**config.mk**
```make
export PLATFORM = sky130hd
export DESIGN_NAME = rtd_div_cell
export DESIGN_NICKNAME = d
export VERILOG_FILES = /design/src/rtl/core/rtd_resistance_to_temperature_core_assert.svh /design/src/rtl/core/rtd_pkg.sv /design/src/rtl/core/rtd_div_cell.sv
export SDC_FILE = /design/constraint.sdc
export NUM_CORES = 1
export LEC_CHECK = 0
export BUFFER_PORTS_ARGS = -buffer_cell sky130_fd_sc_hd__clkbuf_2
export CAP_MARGIN = 10
export CORE_MARGIN = 2
export CORE_UTILIZATION = 30
export DETAILED_ROUTE_END_ITERATION = 10
export GPL_TIMING_DRIVEN = 0
export PLACE_DENSITY = 0.52
export SYNTH_ARGS = -nofsm -noshare
export SYNTH_HDL_FRONTEND = slang
export SYNTH_SLANG_ARGS = --single-unit
```
**constraint.sdc**
```tcl
create_clock -name clk_i -period 0.8 [get_ports clk_i]
set_input_delay 0.16 -clock clk_i [delete_from_list [all_inputs] [get_ports clk_i]]
set_output_delay 0.16 -clock clk_i [all_outputs]
set_load 0.01 [all_outputs]
```
**src/rtl/core/rtd_resistance_to_temperature_core_assert.svh**
```systemverilog
// Assertion macros shared by the RTD temperature core
`ifndef RTD_RESISTANCE_TO_TEMPERATURE_CORE_ASSERT_SVH
`define RTD_RESISTANCE_TO_TEMPERATURE_CORE_ASSERT_SVH

// same-cycle implication, disabled in reset
`define RTD_ASSERT_IMP(lbl, ante, cons) \
  lbl: assert property (@(posedge clk_i) disable iff (!rst_ni) (ante) |-> (cons)) \
    else $error("rtd core assertion failed");

// delayed implication, disabled in reset
`define RTD_ASSERT_DLY(lbl, ante, dly, cons) \
  lbl: assert property (@(posedge clk_i) disable iff (!rst_ni) (ante) |-> ##dly (cons)) \
    else $error("rtd core assertion failed");

`endif

```
**src/rtl/core/rtd_pkg.sv**
```systemverilog
// Types and constants of the RTD resistance to temperature core
`default_nettype none
package rtd_pkg;

  localparam int OHM_W    = 16;
  localparam int TEMP_W   = 19;
  localparam int ROOT_W   = 28;
  localparam int DISC_W   = 2 * ROOT_W;
  localparam int DISC_SW  = 58;
  localparam int AQ_W     = 25;
  localparam int KQ_W     = 40;
  localparam int KQ_SPLIT = 20;
  localparam int DEN_W    = 39;
  localparam int R0       = 1000;
  localparam int ADDR_W   = 3;
  localparam int DATA_W   = 32;

  localparam logic [1:0] SENSOR_NONE = 2'd0;
  localparam logic [1:0] SENSOR_PT   = 2'd1;
  localparam logic [1:0] SENSOR_NI   = 2'd2;

  localparam logic REG_SENSOR_TYPE = 1'b0;

  // A at scale 2^32, 4B/R0 at scale 2^64
  localparam logic [AQ_W-1:0]        PT_AQ = 25'd16783642;
  localparam logic [AQ_W-1:0]        NI_AQ = 25'd23557896;
  localparam logic signed [KQ_W-1:0] PT_KQ = -40'sd42609138012;
  localparam logic signed [KQ_W-1:0] NI_KQ = 40'sd490683392361;
  localparam logic [DISC_SW-1:0]     PT_AQ2 = DISC_SW'(PT_AQ) * DISC_SW'(PT_AQ);
  localparam logic [DISC_SW-1:0]     NI_AQ2 = DISC_SW'(NI_AQ) * DISC_SW'(NI_AQ);

  localparam int unsigned TEMP_POS_LIM = 262143;
  localparam int unsigned TEMP_NEG_LIM = 131072;
  localparam logic signed [TEMP_W-1:0] TEMP_MAX = 19'sd262143;
  localparam logic signed [TEMP_W-1:0] TEMP_MIN = -19'sd131072;

  typedef enum logic [1:0] {
    ST_OK,
    ST_NO_TYPE,
    ST_NO_ROOT,
    ST_CLAMPED
  } status_e;

  typedef struct packed {
    logic             no_type;
    logic             no_root;
    logic             neg;
    logic             ni;
    logic [OHM_W-1:0] mag;
  } meta_t;

endpackage
`default_nettype wire

```
**src/rtl/core/rtd_div_cell.sv**
```systemverilog
// One cell of the restoring divider chain: settles one quotient bit per stage
`default_nettype none
module rtd_div_cell #(
  parameter int REM_W = 63,
  parameter int QW    = 24,
  parameter int BIT   = 0
) (
  input  wire                        clk_i,
  input  wire                        rst_ni,
  input  wire                        valid_i,
  input  rtd_pkg::meta_t             meta_i,
  input  wire  [REM_W-1:0]           rem_i,
  input  wire  [rtd_pkg::DEN_W-1:0]  den_i,
  input  wire  [QW-1:0]              quo_i,
  output logic                       valid_o,
  output rtd_pkg::meta_t             meta_o,
  output logic [REM_W-1:0]           rem_o,
  output logic [rtd_pkg::DEN_W-1:0]  den_o,
  output logic [QW-1:0]              quo_o
);
  import rtd_pkg::*;

  logic [REM_W-1:0] trial;
  logic             ge;
  logic [REM_W-1:0] rem_d;
  logic [QW-1:0]    quo_d;

  always_comb begin
    trial = REM_W'(den_i) << BIT;
    ge    = rem_i >= trial;
    rem_d = ge ? rem_i - trial : rem_i;
    quo_d = ge ? (quo_i | (QW'(1) << BIT)) : quo_i;
  end

  always_ff @(posedge clk_i or negedge rst_ni) begin
    if (!rst_ni) begin
      valid_o <= 1'b0;
    end else begin
      valid_o <= valid_i;
    end
  end

  always_ff @(posedge clk_i) begin
    meta_o <= meta_i;
    rem_o  <= rem_d;
    den_o  <= den_i;
    quo_o  <= quo_d;
  end

endmodule
`default_nettype wire
```
**After elaboration in Yosys (flattened, before gate mapping)**

Cells that the tools add are included.
Widths: inputs -> output; s select.

- Register bits after elaboration: 147
- Input bits: 149
- Logic and storage cells: 13

- $add $sub $neg: 1
- Magnitude comparators: 1
- Mux-type cells: 1

Operators with widths:

| cell | number |
|---|---|
| $ge 63x39->1 | 1 |
| $mux 63 | 1 |
| $sub 63x39->63 | 1 |

**Depth between registers and ports, before layout**

- Depth after elaboration: 2
- Gate-level depth with buffers: 13

**Worst setup path after synthesis**

No wires, ideal clock.

- Path kind: input to register
- Start: input port den_i[8] (netlist name)
- End: register quo_o[0]
- Setup time: 0.123 ns
- Data arrival time: 2.426 ns
- Slack: -1.749 ns
- Stages on the path: 11
- Path buffers: 2
- Cell sequence: inv_1 ha_1 clkbuf_1 a211oi_1 nor2_1 o21ba_2 o311ai_1 a21o_1 nand2_1 buf_2 or2_2

- Cells in the longest elaborated chain, start to end: 1

RTL lines:

| item | line | text |
|---|---|---|
| start: declaration | rtd_div_cell.sv:13 | `input wire [rtd_pkg::DEN_W-1:0] den_i,` |
| $ge 63x39->1 | rtd_div_cell.sv:30 | `ge = rem_i >= trial;` |
| end signal: assignment | rtd_div_cell.sv:47 | `quo_o <= quo_d;` |
| end: declaration | rtd_div_cell.sv:19 | `output logic [QW-1:0] quo_o` |

Every way passes these cells.
A chain may end at the register's enable or synchronous reset.

**Final worst setup path**

- Start: input port den_i[26] (netlist name)
- End: register rem_o[56]

- Cells in the longest elaborated chain, start to end: 2
- Elaborated cells between the ends (all ways): 3

RTL lines:

| item | line | text |
|---|---|---|
| $sub 63x39->63 or $ge 63x39->1 (tied branches) | rtd_div_cell.sv:31, rtd_div_cell.sv:30 |  |
| $mux 63 * | rtd_div_cell.sv:31 | `rem_d = ge ? rem_i - trial : rem_i;` |
| net rem_d[56] | rtd_div_cell.sv:25 | `logic [REM_W-1:0] rem_d;` |
| end signal: assignment | rtd_div_cell.sv:45 | `rem_o <= rem_d;` |
| end: declaration | rtd_div_cell.sv:17 | `output logic [REM_W-1:0] rem_o,` |

Mark *: on every way through the listed nets, which the timed path passes. The rest lies on a longest branch.

==> results.md <==
- Largest net degree at the start of global routing: 17
- Routed via count: 7096
- Vias in the first global route: 6942
- Mapped Area: 6380 sq um
- DRC viols: 0
- Vias per cell: 4.75
- Critical Path RT: 1.11 ns
- Predominant post-synthesis flop cell: dfxtp_1
- Total track usage: 0.207
- Final setup margin: -1.40 ns
- First-pass GRT wire length: 36200 microns
- Main area contributors after synthesis: dfxtp_1, ha_1, a21oi_1, xnor2_1, nor2_1
- Cell Pwr Density: 1790 nW/um^2
- DRT Pass-1 Iters: 5
- Die area: 22500 sq um
- Core Box Area: 21000 sq um
- Synth warnings: 0
- DRT iter0 DRCs: 291
- Status: complete, but fails checks
- Worst-Margin Slew: 0.513 ns
- Final cycle utilization of the critical path: 2.75
- Achievable Freq: 454 MHz
- Avg WL per Cell: 17.1 microns
- Port Buffers: 293
- GRT overflow: 0
- Num CTS Buffers: 17
- Worst-path clk slew: 0.06 ns
- Unrepaired setup endpoints after global routing: yes
- Rel. slew slack: 0.655
- Endpoints failing setup: 211
- Number of core rows: 53
- Max Cap Viol: 0
- CP endpoint: rem_o[56]
- Syn avg cell area: 9.26 sq um
- Clk root buf: clkbuf_16
- Worst EP arrival: 2.51 ns
- P_leak: 5.72 nW
- WHS: -0.00899 ns
- Hold Violations, Final: 1
- Unique masters post-synth: 56
- I/O pin count: 296
- Final core utilization: 0.620
- Placement-stage worst setup slack: -2.62 ns
- Failing checks: negative hold slack, negative setup slack
- Number of enable flip-flop cells after synthesis: 0
- Gate Count Post-Synth: 689
- Die width: 150 microns
- Final TNS setup: -110.62 ns
- H-tree levels: 4
- Synth top area share: 0.458
- Initial antenna violation count: 0
- Syn_nets: 879
- Final min period: 2.20 ns
- Beginning of the critical path: den_i[26]
- Slew Limit Fails: 0
- Total power: 23.3 mW
- Critical path class: in -> reg
- Final std cells w/o fill: 1494
- Die Ht: 150 microns
- DP HPWL: 16200 microns
- Initial core utilization: 0.305
- CTS tree: done
- Area leader, netlist: dfxtp_1
- GP Congestion: 0.866
- CP Capture Type: flip-flop
- Area grow syn2layout: 104%
- Ant. Diodes: 0
- Post-DRT Antenna Nets: 0
- Peak supply drop: 1.39 mV
- Placed Cells incl. Taps: 1257
- Clk sink count: 147
- Max FO, Critical Path: 5
- CTS max path bufs: 2
- Sequential cell area fraction in the yosys report: 0.462
- Final WL: 25600 microns
- Hold Crit Class: in -> reg
- Startpoint Class: input pin
- Yosys reg bits: 147
- Share of layout cells above drive strength 1: 0.582
- Post-synthesis async set-or-reset flop share: 0.00680
- Net count, final: 1396
[how the worst min path moves through the flow]
stage	from	end	cells past startpoint
4_1_cts	den_i[12]	den_o[12]	1
6_report	rem_i[2]	rem_o[2]	3
5_1_grt	rem_i[7]	rem_o[7]	3
3_3_place_gp	rst_ni	valid_o	1
2_1_floorplan	rst_ni	valid_o	0
3_5_place_dp	rst_ni	valid_o	1
[critical path, cell delays in order]
cell and delay [ns]:
clkbuf_2 0.11, inv_1 0.07, ha_4 0.30, nand2_4 0.08, nor3_4 0.19, and4_4 0.27
a41oi_2 0.10, and3_1 0.20, buf_6 0.13, a2111oi_4 0.40, buf_4 0.23, nand4b_1 0.11
xnor2_1 0.14
[cell families (layout without fill, tap and decap cells)]
logic type / Yosys count / after routing / share of synthesized area
flip-flops: 147 / 147 / 0.462
AND/OR/NAND/NOR: 194 / 194 / 0.150
AO/OA/AOI/OAI: 168 / 168 / 0.166
multiplexers: 9 / 9 / 0.0155
adder cells (fa/ha/maj): 41 / 41 / 0.0816
XOR/XNOR: 60 / 60 / 0.0823
buffers and inverters: 70 / 600 / 0.0433
[metal layers]
metal / GRT usage / part of all wire / up-vias
met3: 0.0375 / 0.057 / 46
met4: 0.0797 / 0.026 / 0
met1: 0.256 / 0.41 / 3335
met2: 0.358 / 0.51 / 254
met5: 0 / 0 / -
li1: - / - / 3461
[stage by stage]
stage                     hold slack [ns]  instance area, sq um
after floorplan                    -0.136                  6410
after global placement            -0.0647                  8220
after detailed placement          -0.0640                  8220
after CTS                          -0.143                 11600
after global routing              0.00216                 13000
final                            -0.00899                 13000
[layout make-up]
cell class,instances,area [sq um]
fill,1704,7950
multi-input combinational,472,4500
timing repair buffer,508,4210
sequential,147,3030
clock buffer,18,429
tap,275,344
inverter,49,211
buffer,11,141
clock inverter,14,138
[synth_stat cells (2+ instances only)]
cell type and count:
dfxtp_1 146, a21oi_1 78, nor2_1 67, inv_1 49
nand2_1 47, ha_1 40, xnor2_1 36, xor2_1 24
nand4_1 22, o21ai_0 21, a21o_1 20, clkbuf_1 15
nor3_1 12, nor4_1 10, o21bai_1 9, mux2_2 7
or2_2 6, buf_2 5, nand3_1 5, a211oi_1 4
nand2b_1 4, o211ai_1 4, o21a_1 4, a21boi_0 3
and4_1 3, nand4b_1 3, o2111ai_1 3, o31ai_1 3
or3_1 3, a31oi_1 2, a41oi_1 2, and3_1 2
mux2i_1 2, nand3b_1 2, nor2b_1 2, o211a_1 2
o221ai_1 2, or4_1 2
[report_power, final]
group          internal (mW)  total (mW)  switching (mW)
sequential              8.17        8.45           0.283
combinational           3.77        7.00            3.23
clock                   4.13        7.87            3.74
total                   16.1        23.3            7.26
[state kept, by name (all words and copies together), names as in the netlist]
name and count:
meta_o 20, quo_o 24, rem_o 63, den_o 39, valid_o 1
[cells in the final DEF (no fill, tap or decap), types with 18 or more instances in the layout]
| master | n |
|---|---|
| dlygate4sd3_1 | 120 |
| clkbuf_2 | 116 |
| buf_6 | 98 |
| buf_2 | 83 |
| dfxtp_1 | 82 |
| buf_4 | 74 |
| dfxtp_2 | 64 |
| nor2_1 | 43 |
| a21oi_2 | 38 |
| ha_4 | 38 |
| xnor2_1 | 35 |
| a21oi_1 | 34 |
| nand2_1 | 33 |
| inv_1 | 27 |
| xor2_1 | 23 |
| nand4_1 | 22 |
| clkbuf_16 | 18 |
[what timing repair did]
| item | 4_1_cts | 5_1_grt |
|---|---|---|
| gates cloned | 4 | 1 |
| endpoints found under the setup margin | 211 | 211 |
| hold buffers | 113 | 7 |
| buffers inserted | 59 | 32 |
| gates resized for setup | 270 | 436 |
| pin swaps | 62 | 43 |
| endpoints found under the hold margin | 114 | 7 |
Note: power is estimated with default switching activity, not from simulation.
