<file path="src/rtl/core/rtd_resistance_to_temperature_core_assert.svh">
// Assertion macros shared by the RTD temperature core
`ifndef RTD_RESISTANCE_TO_TEMPERATURE_CORE_ASSERT_SVH
`define RTD_RESISTANCE_TO_TEMPERATURE_CORE_ASSERT_SVH

// same-cycle implication, disabled in reset
`define RTD_ASSERT_IMP(lbl, ante, cons) \
  lbl: assert property (@(posedge clk_i) disable iff (!rst_ni) (ante) |-> (cons)) \
    else $error("rtd core assertion failed");

// delayed implication, disabled in reset
`define RTD_ASSERT_DLY(lbl, ante, dly, cons) \
  lbl: assert property (@(posedge clk_i) disable iff (!rst_ni) (ante) |-> ##dly (cons)) \
    else $error("rtd core assertion failed");

`endif

</file>
<file path="src/rtl/core/rtd_pkg.sv">
// Types and constants of the RTD resistance to temperature core
`default_nettype none
package rtd_pkg;

  localparam int OHM_W    = 16;
  localparam int TEMP_W   = 19;
  localparam int ROOT_W   = 28;
  localparam int DISC_W   = 2 * ROOT_W;
  localparam int DISC_SW  = 58;
  localparam int AQ_W     = 25;
  localparam int KQ_W     = 40;
  localparam int KQ_SPLIT = 20;
  localparam int DEN_W    = 39;
  localparam int R0       = 1000;
  localparam int ADDR_W   = 3;
  localparam int DATA_W   = 32;

  localparam logic [1:0] SENSOR_NONE = 2'd0;
  localparam logic [1:0] SENSOR_PT   = 2'd1;
  localparam logic [1:0] SENSOR_NI   = 2'd2;

  localparam logic REG_SENSOR_TYPE = 1'b0;

  // A at scale 2^32, 4B/R0 at scale 2^64
  localparam logic [AQ_W-1:0]        PT_AQ = 25'd16783642;
  localparam logic [AQ_W-1:0]        NI_AQ = 25'd23557896;
  localparam logic signed [KQ_W-1:0] PT_KQ = -40'sd42609138012;
  localparam logic signed [KQ_W-1:0] NI_KQ = 40'sd490683392361;
  localparam logic [DISC_SW-1:0]     PT_AQ2 = DISC_SW'(PT_AQ) * DISC_SW'(PT_AQ);
  localparam logic [DISC_SW-1:0]     NI_AQ2 = DISC_SW'(NI_AQ) * DISC_SW'(NI_AQ);

  localparam int unsigned TEMP_POS_LIM = 262143;
  localparam int unsigned TEMP_NEG_LIM = 131072;
  localparam logic signed [TEMP_W-1:0] TEMP_MAX = 19'sd262143;
  localparam logic signed [TEMP_W-1:0] TEMP_MIN = -19'sd131072;

  typedef enum logic [1:0] {
    ST_OK,
    ST_NO_TYPE,
    ST_NO_ROOT,
    ST_CLAMPED
  } status_e;

  typedef struct packed {
    logic             no_type;
    logic             no_root;
    logic             neg;
    logic             ni;
    logic [OHM_W-1:0] mag;
  } meta_t;

endpackage
`default_nettype wire

</file>
<file path="src/rtl/core/rtd_sqrt_cell.sv">
// One cell of the square root chain: settles one root bit per stage
`default_nettype none
module rtd_sqrt_cell #(
  parameter int BIT = 0
) (
  input  wire                         clk_i,
  input  wire                         rst_ni,
  input  wire                         valid_i,
  input  rtd_pkg::meta_t              meta_i,
  input  wire  [rtd_pkg::DISC_W-1:0]  rem_i,
  input  wire  [rtd_pkg::ROOT_W-1:0]  root_i,
  output logic                        valid_o,
  output rtd_pkg::meta_t              meta_o,
  output logic [rtd_pkg::DISC_W-1:0]  rem_o,
  output logic [rtd_pkg::ROOT_W-1:0]  root_o
);
  import rtd_pkg::*;

  logic [DISC_W:0]   trial;
  logic              ge;
  logic [DISC_W-1:0] rem_d;
  logic [ROOT_W-1:0] root_d;

  always_comb begin
    trial  = ((DISC_W+1)'(root_i) << (BIT + 1)) | ((DISC_W+1)'(1) << (2 * BIT));
    ge     = {1'b0, rem_i} >= trial;
    rem_d  = ge ? rem_i - trial[DISC_W-1:0] : rem_i;
    root_d = ge ? (root_i | (ROOT_W'(1) << BIT)) : root_i;
  end

  always_ff @(posedge clk_i or negedge rst_ni) begin
    if (!rst_ni) begin
      valid_o <= 1'b0;
    end else begin
      valid_o <= valid_i;
    end
  end

  always_ff @(posedge clk_i) begin
    meta_o <= meta_i;
    rem_o  <= rem_d;
    root_o <= root_d;
  end

endmodule
`default_nettype wire

</file>
<file path="config.mk">
export PLATFORM = sky130hd
export DESIGN_NAME = rtd_sqrt_cell
export DESIGN_NICKNAME = d
export VERILOG_FILES = /design/src/rtl/core/rtd_resistance_to_temperature_core_assert.svh /design/src/rtl/core/rtd_pkg.sv /design/src/rtl/core/rtd_sqrt_cell.sv
export SDC_FILE = /design/constraint.sdc
export NUM_CORES = 1
export LEC_CHECK = 0
export ABC_AREA = 1
export BUFFER_PORTS_ARGS = -buffer_cell sky130_fd_sc_hd__buf_4
export CAP_MARGIN = 20
export CORE_ASPECT_RATIO = 1.4
export CORE_MARGIN = 2
export CORE_UTILIZATION = 47
export DETAILED_ROUTE_END_ITERATION = 12
export PLACE_DENSITY = 0.78
export SLEW_MARGIN = 20
export SYNTH_ARGS = -nofsm -noshare
export SYNTH_HDL_FRONTEND = slang
export SYNTH_SLANG_ARGS = --single-unit
export TNS_END_PERCENT = 10
</file>
<file path="constraint.sdc">
create_clock -name clk_i -period 0.8 [get_ports clk_i]
set_input_delay 0.04 -clock clk_i [delete_from_list [all_inputs] [get_ports clk_i]]
set_output_delay 0.04 -clock clk_i [all_outputs]
set_load 0.02 [all_outputs]
</file>
==> results of run 1 <==
-- routing by layer --
metal	overflow	global-route usage [%]
met4	98	95.86
met1	2	78.06
met5	0	26.19
met3	4	68.25
met2	121	100.4
-- per-stage QoR --
stage	cell area [µm²]	cells
CTS	12220	1730
detailed placement	10050	1630
global placement	10050	1630
floorplan	6985	1061
-- cell families after synthesis --
logic type                 share of synthesized area (%)
xor gates and xnor gates                           3.024
buffers and inverters                              13.66
DFF                                                31.63
and+or+nand+nor                                    39.05
adders and majority gates                          5.748
AOI/OAI and AO/OA                                  6.893
-- cells in the mapped netlist --
library cell / n
nand4_1: 19
nand3_2: 2
a21oi_2: 13
xor2_1: 3
inv_1: 208
o21ai_2: 22
o21ai_0: 6
or2_4: 1
nor3_1: 6
a21boi_0: 1
nor2_4: 2
nand3_1: 62
dfxtp_1: 104
inv_8: 1
xnor2_1: 20
nor2_2: 2
nand2_2: 20
dfrtp_1: 1
nor2_1: 111
nand2_4: 1
ha_1: 29
nand3b_1: 10
buf_4: 1
or2_2: 2
fa_1: 1
buf_2: 1
nor3b_1: 1
buf_12: 3
a21oi_1: 23
buf_6: 4
nand2_1: 381
-- timing repair --
item                                   CTS
gates resized for setup                326
pin swaps                               26
endpoints found under the hold margin   71
setup buffers                            9
cloned                                   3
setup endpoints to repair              162
hold buffers                            72
==> results.md, run 1 <==
* Cell taking the most area after synthesis: dfxtp_1
* CTS sink cnt at 105
* GRT Overall Usage at 83.15%
* CTS max path bufs at 2
* Die Span Y at 144.9 µm
* IO Pins at 212
* Syn Inst Count at 1061
* Rows at 51
* Synth Warn # at 0
* Sequential share of the synthesized area at 31.63%
* H-tree depth at 3
* Grt repair worst endpoint: rem_o[9]$_DFF_P_/D
* Mean post-synth cell area at 6.278 µm²
* Tool error: [ERROR GRT-0232] Routing congestion too high. Check the congestion heatmap in the GUI.
* Pre-CTS setup slack at -1.308 ns
* Worst EP Category: register data pin
* Port Buf Inserts at 211
* Stopping stage: global routing (5_1_grt)
* Die W at 104.6 µm
* FF+latch count, synth at 105
* Netlist cell types at 31
* Synth top area cells: dfxtp_1 31%, nand2_1 21%, inv_1 12%, nor2_1 6.3%, ha_1 5.4%
* Status: stopped before the end
* Starting Density at 47.89%
* GPL Wtd Cong at 0.9453
* Top-area cell type share of the netlist area at 31.25%
* Clock root cell: clkbuf_16
* Grt total ovfl at 225
* Post-Syn Nets at 1198
* Largest net degree at the start of global routing at 22
* CTS buffer count at 9
* Synthesized area at 6661 µm²
* Hpwl dp at 20640 µm
==> run 2, diff against run 1 <==
CORE_ASPECT_RATIO = not set   (was 1.4)
CORE_UTILIZATION = 34   (was 47)
PLACE_DENSITY = not set   (was 0.78)
PLACE_DENSITY_LB_ADDON = 0.15   (was not set)
clock period = 1.05 ns   (was 0.8 ns; I/O delays follow)
==> run 2 against run 1 <==
Effect of this change: the flow now finishes, with violations (setup timing); synthesized area is the same; synthesized cell count is the same.
==> results.md, run 2 <==
* Final Power at 13430 µW
* Final cell count without fillers at 1850
* Die W at 144.0 µm
* Die Span Y at 144.0 µm
* FF+latch count, synth at 105
* Layout cells sized above 1 at 48.26%
* Crit path from: root_i[17]
* Synth top area cells: dfxtp_1 31%, nand2_1 21%, inv_1 12%, nor2_1 6.3%, ha_1 5.4%
* CP Capture Type: flop
* Initial DRC Count at 439
* Crit-path slowest cell: ha_4
* Crit path time final at 1.408 ns
* CTS sink cnt at 105
* Register area at 2107 µm²
* Top reg by flops: rem_o
* Number of fill cells in the layout at 1722
* Max reg flops at 56
* Rows at 51
* Hpwl dp at 20640 µm
* WP data arrival at 1.66 ns
* Worst Min Path Start: rem_i[25]
* Vias in the first global route at 8084
* Grt total ovfl at 0
* Cell area after placement at 10340 µm²
* Post-Syn Nets at 1198
* Layout area overhead at 90.40%
* GRT Overall Usage at 25.25%
* Static Leakage at 0.006405 µW
* Global-route wire length before repair at 39940 µm
* Starting Density at 34.45%
* Most frequent cells in the layout: 398 x buf_4, 284 x nand2_1, 171 x inv_1
* Via count at 8307
* # placed instances at 1728
* Worst setup path endpoint: rem_o[10]$_DFF_P_
* Max Fclk at 710.4 MHz
* Critical-path cell list: buf_6 -> inv_2 -> ha_4 -> nand2_4 -> nor2_4 -> nand2_4 -> buf_6 -> inv_4 -> nand2_2 -> nand3_2 -> nand2_2 -> nand2_4 -> clkinv_8 -> buf_12 -> nand2_2 -> o21ai_2
* Failing checks: setup timing
* Final Cycle Share at 134.1%
* DR DRC count at 0
* Clock slew at reported path FFs at 0.08 ns
* CTS max path bufs at 2
* Final setup fails at 57
* Fin. max-slew vios at 0
* Synthesized area at 6661 µm²
* IO Pins at 212
* Most numerous cell in the Yosys netlist: nand2_1
* Post-synth top cells: 381 x nand2_1, 208 x inv_1, 111 x nor2_1
* Via/cell ratio at 4.490
* Synth Warn # at 0
* Pre-CTS setup slack at -1.084 ns
* Number of diodes at 0
* Pwr per Cell Area at 1059 nW/µm²
* GPL Wtd Cong at 0.9114
* Post-Route WL at 26800 µm
* Netlist cell types at 31
* Port Buf Inserts at 211
* H-tree depth at 3
* Largest net degree at the start of global routing at 21
* RSZ-0062 raised after global routing: true
* CP required at 1.31 ns
* Clock root cell: clkbuf_16
* Max incr delay on CP at 0.29 ns
* Wire per inst at 14.48 µm
* Most common cell after layout, fill and taps aside: buf_4
* Fin. Hold Viols at 0
* CTS tree: done
* Max cap viols at 0
* Mean post-synth cell area at 6.278 µm²
* Die area at 20730 µm²
* Maximum vdd drop at 759.4 µV
* Core area at 19330 µm²
* Worst hold path type: in2reg
* Post-synth ARST share at 0.9524%
* 1st-pass router iterations at 7
* Status: finished with violations
* Sequential share of the synthesized area at 31.63%
* Area occupied by multi-input gates at 4811 µm²
* Main synth FF type: dfxtp_1
* Startpoint Class: input pin
* Final antenna-violating net count at 0
* EDFF count, synth at 0
* Cell taking the most area after synthesis: dfxtp_1
* Top-area cell type share of the netlist area at 31.25%
* Initial antenna violation count at 0
* Post-layout worst setup margin at -0.3577 ns
* Critical-path maximum fanout at 15
* CTS buffer count at 9
* Worst-margin pin slew at 0.3170 ns
* Largest registers: rem_o x56, root_o x28, meta_o x20
* Fin nets at 1717
* Headroom to the max-slew limit at 78.73%
* Syn Inst Count at 1061
* TNS Setup at -17.70 ns
* WS Path Type: in2reg
* Final instance area at 12680 µm²
[run 2: cell counts after synthesis]
Identical to the previous run, type by type.
[run 2: what timing repair did]
item	4_1_cts	5_1_grt
resized for setup	162	150
setup buffers	20	14
setup endpoints to repair	57	57
pin swaps	52	46
endpoints found under the hold margin	71	3
hold buffers	71	3
cloned	1	1
[run 2: kinds of logic after synthesis]
family,after synthesis,share of synthesized area (%)
XOR/XNOR,23,3.024
buffers and inverters,218,13.66
AND/OR/NAND/NOR,620,39.05
AO/OA/AOI/OAI,65,6.893
adder cells (fa/ha/maj),30,5.748
flip-flops,105,31.63
[run 2: power by group]
group / total (µW) / internal, µW / switching [µW]
clock network: 3490 / 1690 / 1800
logic: 5430 / 2680 / 2760
registers: 4510 / 4390 / 120
total: 13400 / 8750 / 4670
[run 2: per-layer routing]
layer	vias up	wire length, µm	GRT usage, %
li1	4255	-	-
met1	3788	11260	31.09
met2	231	13440	45.69
met3	33	1540	3.576
met4	0	555	7.379
met5	-	0	0
[run 2: cell type report]
| cell class | count | area share (%) |
|---|---|---|
| Clock inverter | 7 | 0.5524 |
| Tap cell | 265 | 2.614 |
| Timing Repair Buffer | 517 | 33.97 |
| Inverter | 209 | 6.540 |
| Clock buffer | 9 | 1.776 |
| Multi-Input combinational cell | 738 | 37.93 |
| Sequential cell | 105 | 16.61 |
[run 2: worst min-delay path by stage]
stage | to | slack [ns] | cells past startpoint
2_1_floorplan | valid_o$_DFF_PN0_ | -0.24 | 0
3_3_place_gp | valid_o$_DFF_PN0_ | -0.17 | 1
3_5_place_dp | valid_o$_DFF_PN0_ | -0.17 | 1
4_1_cts | rem_o[1]$_DFF_P_ | -0.09 | 3
5_1_grt | rem_o[30]$_DFF_P_ | 0.01 | 3
6_report | rem_o[25]$_DFF_P_ | 0.002 | 4
[run 2: per-stage QoR]
step           utilization, %  hold slack, ns
6_report                65.60        0.001805
5_1_grt                 65.60         0.01248
4_1_cts                 62.49        -0.08682
3_5_place_dp            53.47         -0.1705
3_3_place_gp            53.47         -0.1724
2_1_floorplan               -         -0.2431
[run 2: critical path: cells and delay by family]
kind            cells  cell delay [ns]
compound gates      1             0.05
buf+inv             6             0.58
fa+ha+maj           1             0.29
simple gates        8             0.67
Power figures use the tool's default switching activity.
